`config.mk`:
```
export PLATFORM = sky130hd
export DESIGN_NAME = cursor_linked_list_engine
export DESIGN_NICKNAME = d
export VERILOG_FILES = /design/src/rtl/cll_pkg.sv /design/src/rtl/cursor_linked_list_engine.sv
export SDC_FILE = /design/constraint.sdc
export NUM_CORES = 1
export LEC_CHECK = 0
export ABC_AREA = 1
export ABC_CLOCK_PERIOD_IN_PS = 10150
export BUFFER_PORTS_ARGS = -buffer_cell sky130_fd_sc_hd__buf_2
export CAP_MARGIN = 5
export CORE_MARGIN = 5
export CORE_UTILIZATION = 65
export DETAILED_ROUTE_END_ITERATION = 6
export GPL_ROUTABILITY_DRIVEN = 1
export HOLD_SLACK_MARGIN = 0.1
export PLACE_DENSITY = 0.78
export SLEW_MARGIN = 20
export SYNTH_ARGS = -nofsm -noshare
export SYNTH_HDL_FRONTEND = slang
export SYNTH_SLANG_ARGS = --single-unit
```
`constraint.sdc`:
```
create_clock -name clk_i -period 10.15 [get_ports clk_i]
set_input_delay 3.045 -clock clk_i [delete_from_list [all_inputs] [get_ports clk_i]]
set_output_delay 3.045 -clock clk_i [all_outputs]
set_load 0.02 [all_outputs]
```
`src/rtl/cll_pkg.sv`:
```
// Package with shared constants, action and status codes for the linked list engine.
package cll_pkg;
  localparam int unsigned DepthDefault = 16;
  localparam int unsigned ActionWidth  = 3;
  localparam int unsigned ValueWidth   = 32;
  localparam int unsigned StatusWidth  = 2;
  localparam int unsigned CountWidth   = 5;

  localparam logic [ActionWidth-1:0] ActInsHead  = 3'd0;
  localparam logic [ActionWidth-1:0] ActInsTail  = 3'd1;
  localparam logic [ActionWidth-1:0] ActInsSort  = 3'd2;
  localparam logic [ActionWidth-1:0] ActDelFirst = 3'd3;
  localparam logic [ActionWidth-1:0] ActDelAll   = 3'd4;
  localparam logic [ActionWidth-1:0] ActRead     = 3'd5;

  localparam logic [StatusWidth-1:0] StOk       = 2'd0;
  localparam logic [StatusWidth-1:0] StFull     = 2'd1;
  localparam logic [StatusWidth-1:0] StNotFound = 2'd2;
  localparam logic [StatusWidth-1:0] StEmpty    = 2'd3;
endpackage

```
`src/rtl/cursor_linked_list_engine.sv`:
```
// Top level of the cursor linked list engine: cell store, free list and walk sequencer.
// Insert at head goes straight to linking the new cell; tail and sorted insert walk the list
// first, and deletes visit cells until the walk ends (a delete first that hits stops there).
// A read gives one word per strobe, last_o on the final word; a full store or an empty
// read answers straight from idle. busy_o is high while a walk runs. The receiver
// cannot stall. Reset (rst_ni low, asynchronous) empties the list and chains every cell
// into the free list; cell values stay undefined until written.
module cursor_linked_list_engine #(
  parameter int unsigned DEPTH = cll_pkg::DepthDefault
) (
  input  logic                              clk_i,
  input  logic                              rst_ni,
  input  logic                              start_i,
  output logic                              busy_o,
  input  logic [cll_pkg::ActionWidth-1:0]   action_i,
  input  logic signed [cll_pkg::ValueWidth-1:0] value_i,
  output logic                              strobe_o,
  output logic [cll_pkg::StatusWidth-1:0]   status_o,
  output logic signed [cll_pkg::ValueWidth-1:0] element_o,
  output logic [cll_pkg::CountWidth-1:0]    removed_count_o,
  output logic                              last_o
);
  // Pointers are wide enough to hold DEPTH itself, which encodes the null link.
  localparam int unsigned PW = $clog2(DEPTH + 1);
  localparam int unsigned IW = (DEPTH > 1) ? $clog2(DEPTH) : 1;
  localparam logic [PW-1:0] Nil = PW'(DEPTH);
  localparam int unsigned CW = cll_pkg::CountWidth;

  localparam logic [2:0] SIdle = 3'd0;
  localparam logic [2:0] SWalk = 3'd1;
  localparam logic [2:0] SLink = 3'd2;
  localparam logic [2:0] SDel  = 3'd3;
  localparam logic [2:0] SRead = 3'd4;

  // The link array is small and its reset value is known, so it lives in flops.
  // Cell values have no defined reset and sit in a plain array.
  logic [PW-1:0] link_q [DEPTH];
  logic [cll_pkg::ValueWidth-1:0] val_q [DEPTH];

  logic [2:0]  state_q;
  logic [PW-1:0] head_q, free_q, cur_q, prev_q, new_q;
  logic [cll_pkg::ActionWidth-1:0] act_q;
  logic [cll_pkg::ValueWidth-1:0]  v_q;
  logic [PW:0]   steps_q;
  logic [CW-1:0] cnt_q;

  function automatic logic [PW-1:0] norm(input logic [PW-1:0] p);
    norm = (p < Nil) ? p : Nil;
  endfunction

  // One read port: the link and value of the current cursor cell.
  logic [PW-1:0] cur_link;
  logic [cll_pkg::ValueWidth-1:0] cur_val;
  logic cur_nil;
  assign cur_nil  = (cur_q == Nil);
  assign cur_link = cur_nil ? Nil : norm(link_q[cur_q[IW-1:0]]);
  assign cur_val  = cur_nil ? '0 : val_q[cur_q[IW-1:0]];

  // The single shared compare unit: signed less-than and equality on the cursor value.
  logic cmp_lt, cmp_eq, walk_end;
  assign cmp_lt   = $signed(cur_val) < $signed(v_q);
  assign cmp_eq   = (cur_val == v_q);
  assign walk_end = cur_nil || (steps_q >= (PW+1)'(DEPTH));

  assign busy_o = (state_q != SIdle);

  always_ff @(posedge clk_i or negedge rst_ni) begin
    if (!rst_ni) begin
      state_q  <= SIdle;
      head_q   <= Nil;
      free_q   <= '0;
      for (int i = 0; i < DEPTH; i++) link_q[i] <= PW'(i + 1);
      strobe_o <= 1'b0;
      status_o <= '0;
      element_o <= '0;
      removed_count_o <= '0;
      last_o   <= 1'b0;
      cur_q <= Nil; prev_q <= Nil; new_q <= Nil;
      act_q <= '0; v_q <= '0; steps_q <= '0; cnt_q <= '0;
    end else begin
      strobe_o <= 1'b0;
      element_o <= '0;
      removed_count_o <= '0;
      status_o <= cll_pkg::StOk;
      last_o <= 1'b0;
      case (state_q)
        SIdle: begin
          if (start_i) begin
            act_q   <= action_i;
            v_q     <= value_i;
            cur_q   <= norm(head_q);
            prev_q  <= Nil;
            steps_q <= '0;
            cnt_q   <= '0;
            case (action_i)
              cll_pkg::ActInsHead, cll_pkg::ActInsTail, cll_pkg::ActInsSort: begin
                if (norm(free_q) == Nil) begin
                  strobe_o <= 1'b1;
                  status_o <= cll_pkg::StFull;
                  last_o   <= 1'b1;
                end else begin
                  new_q  <= free_q;
                  val_q[free_q[IW-1:0]] <= value_i;
                  free_q <= norm(link_q[free_q[IW-1:0]]);
                  state_q <= (action_i == cll_pkg::ActInsHead) ? SLink : SWalk;
                end
              end
              cll_pkg::ActDelFirst, cll_pkg::ActDelAll: state_q <= SDel;
              cll_pkg::ActRead: begin
                if (norm(head_q) == Nil) begin
                  strobe_o <= 1'b1;
                  status_o <= cll_pkg::StEmpty;
                  last_o   <= 1'b1;
                end else begin
                  state_q <= SRead;
                end
              end
              default: ;
            endcase
          end
        end
        SWalk: begin
          if (walk_end || (act_q == cll_pkg::ActInsSort && !cmp_lt)) begin
            if (act_q == cll_pkg::ActInsTail) cur_q <= Nil;
            state_q <= SLink;
          end else begin
            prev_q  <= cur_q;
            cur_q   <= cur_link;
            steps_q <= steps_q + 1'b1;
          end
        end
        SLink: begin
          link_q[new_q[IW-1:0]] <= cur_q;
          if (prev_q == Nil) head_q <= new_q;
          else link_q[prev_q[IW-1:0]] <= new_q;
          strobe_o <= 1'b1;
          last_o   <= 1'b1;
          state_q  <= SIdle;
        end
        SDel: begin
          if (walk_end) begin
            strobe_o <= 1'b1;
            last_o   <= 1'b1;
            status_o <= (cnt_q != '0) ? cll_pkg::StOk : cll_pkg::StNotFound;
            removed_count_o <= cnt_q;
            state_q  <= SIdle;
          end else begin
            steps_q <= steps_q + 1'b1;
            if (cmp_eq) begin
              if (prev_q == Nil) head_q <= cur_link;
              else link_q[prev_q[IW-1:0]] <= cur_link;
              link_q[cur_q[IW-1:0]] <= norm(free_q);
              free_q <= cur_q;
              if (cnt_q != '1) cnt_q <= cnt_q + 1'b1;
              cur_q <= cur_link;
              if (act_q == cll_pkg::ActDelFirst) begin
                strobe_o <= 1'b1;
                last_o   <= 1'b1;
                removed_count_o <= CW'(1);
                state_q  <= SIdle;
              end
            end else begin
              prev_q <= cur_q;
              cur_q  <= cur_link;
            end
          end
        end
        SRead: begin
          strobe_o  <= 1'b1;
          element_o <= cur_val;
          steps_q   <= steps_q + 1'b1;
          cur_q     <= cur_link;
          if (cur_link == Nil || steps_q == (PW+1)'(DEPTH - 1)) begin
            last_o  <= 1'b1;
            state_q <= SIdle;
          end
        end
        default: state_q <= SIdle;
      endcase
    end
  end
endmodule
```
==> key figures <==
Outcome
  • Outcome: complete, but fails checks
  • Violated checks: design-rule violations

Worst setup path
  • FF-to-FF setup slack: 3.35 ns
  • Crit Reg-Reg Startpoint: cur_q[0]$_DFFE_PN0P_
  • Worst-path maximum fanout: 73
  • R2r endpoint: cur_q[1]$_DFFE_PN0P_
  • Depth of the worst register-to-register path: 21
  • CP Class: flop to flop
  • Arrival @ worst endpoint: ~7.3 ns
  • CP endpoint kind: flop
  • CP required: between 10 and 15 ns
  • Startpoint Class: flop

Die
  • Row count: 81
  • Ports: 80
  • Die ar.: roughly 54000 um2
  • Die X: around 230 um
  • Starting Density: 0.657
  • Core area: 48800 um2
  • Die height: around 230 um

Finish
  • Most common cell after layout, fill and taps aside: edfxtp_1
  • Layout Utilization: 0.730
  • Layout cell share with drive strength beyond 1: 0.109
  • Area growth, synth to finish: 11.2%
  • Most frequent cells in the layout: edfxtp_1 (512), nand2_1 (474), a22oi_1 (282)
  • # diodes: 0
  • Final nets: between 3000 and 4000
  • Number of fill cells: ~3300

Synth
  • Post-synth EDFFs: between 500 and 600
  • Top_reg_cell synth: edfxtp_1
  • Complex-gate fraction of the synthesized area: 0.197
  • Cell count after synthesis: slightly below 3000
  • Ys Warns: 0
  • Mux cell area share after synthesis: 0
  • Seq/Total Area, Yosys: 0.633
  • Xor/xnor share of the synthesized area: 0.00109
  • Main combinational cell family by area after synthesis: compound AO/OA/AOI/OAI gates
  • Syn_area_per_cell: roughly 11 um2
  • Syn nets: approximately 3000
  • FF+latch count, synth: just over 700
  • Yosys cell types: 52
  • Post-synthesis simple-gate area fraction: 0.108
  • Synth Cell Area: between 30000 and 40000 um2
  • Async S/R FF share, synth: 0.276
  • Post-Synth Adder-Cell Area: 0.0140

Power
  • Logic pwr share: 0.383
  • Sw power: 4.39 mW
  • Max VDD drop: about 0.3 mV
  • Sequential Power Share: 0.354
  • Leakage power total: about 13 nW
  • P per Cell Area: between 200 and 300 nW/um2
  • Switch share: 0.417
  • Final Power: approximately 11 mW
  • Int Pwr: a little over 6 mW
  • Clock power share: 0.263

Routing
  • DRT Pass-1 Iters: 7
  • # DRC: 2
  • Routed Wire Length: between 90 and 100 mm
  • Via count: approximately 25000
  • Vias per cell: between 6 and 7
  • Routed WL per cell: roughly 26 um
  • DR iter-0 viols: between 3000 and 4000
  • Detail Route Antenna Nets: 0

GRT
  • Total GRT Usage: 0.354
  • Vias in the first global route: ~24000
  • Largest net degree at the start of global routing: 99
  • First-pass GRT wire length: ~150 mm
  • Congestion Overflow GR: 0
  • Antenna violations before repair: 0

STA
  • Worst Tran Pin Value: between 1 and 1.5 ns
  • Max-slew headroom: 0.169
  • Worst hold slack: 0.464 ns
  • Post-route minimum period: ~6.8 ns
  • # setup viols final: 0
  • Clk_skew: roughly 0.036 ns
  • Slew Limit Fails: 0
  • Fin Setup TNS: 0 ns
  • RSZ-0062 raised after global routing: no
  • Final hold violation count: 0
  • Max Clock Freq: approximately 0.15 GHz
  • Tcrit/Tclk final: 0.670

CTS
  • CTS tree: built
  • Clock root buffer: clkbuf_16
  • Register clock-pin slew on the reported worst setup and hold paths: roughly 0.06 ns
  • CTS Sinks: a little over 700
  • Postcts setup bufs: 0
  • Clk_lat worst skew: between 0.6 and 0.7 ns
  • CTS resizes: 0
  • TritonCTS Buffers: 74
  • Hold-fix buffer count after cts: 0
  • CTS Buffer Depth: 3
  • Max H-tree Level: 3

Run
  • Max-Cap Viols: 0

Hold path
  • HP Start: link_q[52]$_DFFE_PN1P_
  • HP Class: flop to flop
  • Worst hold path depth: 2
  • Min-Delay Endpoint: link_q[52]$_DFFE_PN1P_

Placement
  • IO buf count: 79
  • Routability cong.: 1.01
  • DP HPWL: ~58 mm
cells in the mapped netlist (3+ instances only):
cell type / number / area share
a22oi_1: 282 / 0.066
buf_1: 17 / 0.0020
nor4_1: 32 / 0.0062
nand2_2: 5 / 0.00098
o2111ai_1: 3 / 0.00082
or2_2: 3 / 0.00059
o211ai_1: 13 / 0.0030
clkbuf_1: 102 / 0.012
o221ai_1: 3 / 0.00082
clkinv_1: 6 / 0.00070
o22ai_1: 110 / 0.021
buf_6: 7 / 0.0025
inv_2: 9 / 0.0011
buf_2: 22 / 0.0034
a21oi_1: 254 / 0.040
a21boi_0: 4 / 0.00094
nor2_4: 4 / 0.0014
o31ai_2: 4 / 0.0016
buf_4: 4 / 0.00094
a21boi_1: 18 / 0.0042
nand3_1: 43 / 0.0067
nor2_1: 191 / 0.022
nand2_1: 476 / 0.056
o21ai_1: 28 / 0.0044
dfstp_2: 37 / 0.030
inv_1: 200 / 0.023
edfxtp_1: 512 / 0.48
a31oi_1: 4 / 0.00078
xor2_1: 4 / 0.0011
nand4_1: 14 / 0.0027
nand2_4: 4 / 0.0014
a22o_1: 5 / 0.0014
nor3_1: 42 / 0.0066
dfrtp_1: 158 / 0.12
o21a_1: 3 / 0.00070
ha_1: 36 / 0.014
o31ai_4: 12 / 0.0080
a211oi_1: 3 / 0.00070
o21ai_0: 263 / 0.041
cell families after synthesis:
family,count (synthesis)
fa+ha+maj,36
compound gates,1014
simple gates,824
xor+xnor,4
flops,707
buf+inv,370
worst max-delay path: stages (launching register included):
cell and delay, ns:
dfrtp_1 0.77, nand2_2 0.47, inv_4 0.76, buf_4 0.85, a22oi_1 0.27, a21oi_1 0.25
nor4_1 0.16, nor2_1 0.12, ha_1 0.14, nand3_1 0.07, nor3_1 0.85, nand2_1 0.12
nand2_1 0.26, nand2_1 0.11, nand3_1 0.09, nand3_1 0.25, nand2_1 0.13, nand2_1 0.08
nand2_1 0.46, nand2_1 0.24, nand2_1 0.15, nand2_1 0.06
power by group through the flow:
stage               Combinational, mW  Sequential, mW  Clock [mW]
floorplan                        2.63            3.62           0
global placement                 3.77            3.75           0
detailed placement               3.87            3.76           0
CTS                              3.91            3.71        2.78
global route                     4.31            3.74        2.92
finish                           4.03            3.73        2.76
worst max path at each step:
stage / start / to / slack, ns / depth (start not counted)
after floorplan: start_i / val_q[9][0]$_DFFE_PP_ / 2.80 / 7
after global placement: start_i / val_q[5][28]$_DFFE_PP_ / 3.76 / 11
after detailed placement: start_i / val_q[3][29]$_DFFE_PP_ / 3.69 / 11
after CTS: cur_q[0]$_DFFE_PN0P_ / cur_q[1]$_DFFE_PN0P_ / 3.68 / 21
after global routing: cur_q[0]$_DFFE_PN0P_ / cur_q[1]$_DFFE_PN0P_ / 3.16 / 24
final: cur_q[0]$_DFFE_PN0P_ / cur_q[1]$_DFFE_PN0P_ / 3.35 / 21
metrics by stage:
step                worst slack, ns  std cells  area (um2)
floorplan                      2.80       2955       32100
global placement               3.76       3572       33000
detailed placement             3.69       3575       33000
CTS                            3.68       3710       35500
global route                   3.16       3715       35700
finish                         3.35       3715       35700
area by class of cell:
class / instances / area (um2) / share of cell area
Tap cell: 664 / 831 / 0.0233
Sequential cell: 707 / 20300 / 0.569
Timing Repair Buffer: 114 / 811 / 0.0227
Multi-Input combinational cell: 1878 / 10400 / 0.292
Clock buffer: 100 / 2050 / 0.0575
Clock inverter: 35 / 443 / 0.0124
Inverter: 217 / 830 / 0.0233
sequential cells by signal (all words and copies together), names as in the netlist, 2 cells and up:
name and flops:
act_q 3, cnt_q 5, cur_q 5, element_o 32, free_q 5, head_q 5
link_q 80, new_q 5, prev_q 5, removed_count_o 5, state_q 3, status_o 2
steps_q 6, v_q 32, val_q 512
layer usage:
| metal | share of wire | vias up | global-route usage |
|---|---|---|---|
| met3 | 0.096 | 392 | 0.0682 |
| met2 | 0.47 | 1678 | 0.569 |
| li1 | - | 10900 | - |
| met4 | 0.064 | 0 | 0.193 |
| met5 | 0 | - | 0 |
| met1 | 0.37 | 12100 | 0.461 |
No activity file was read; power rests on OpenSTA's default activity.
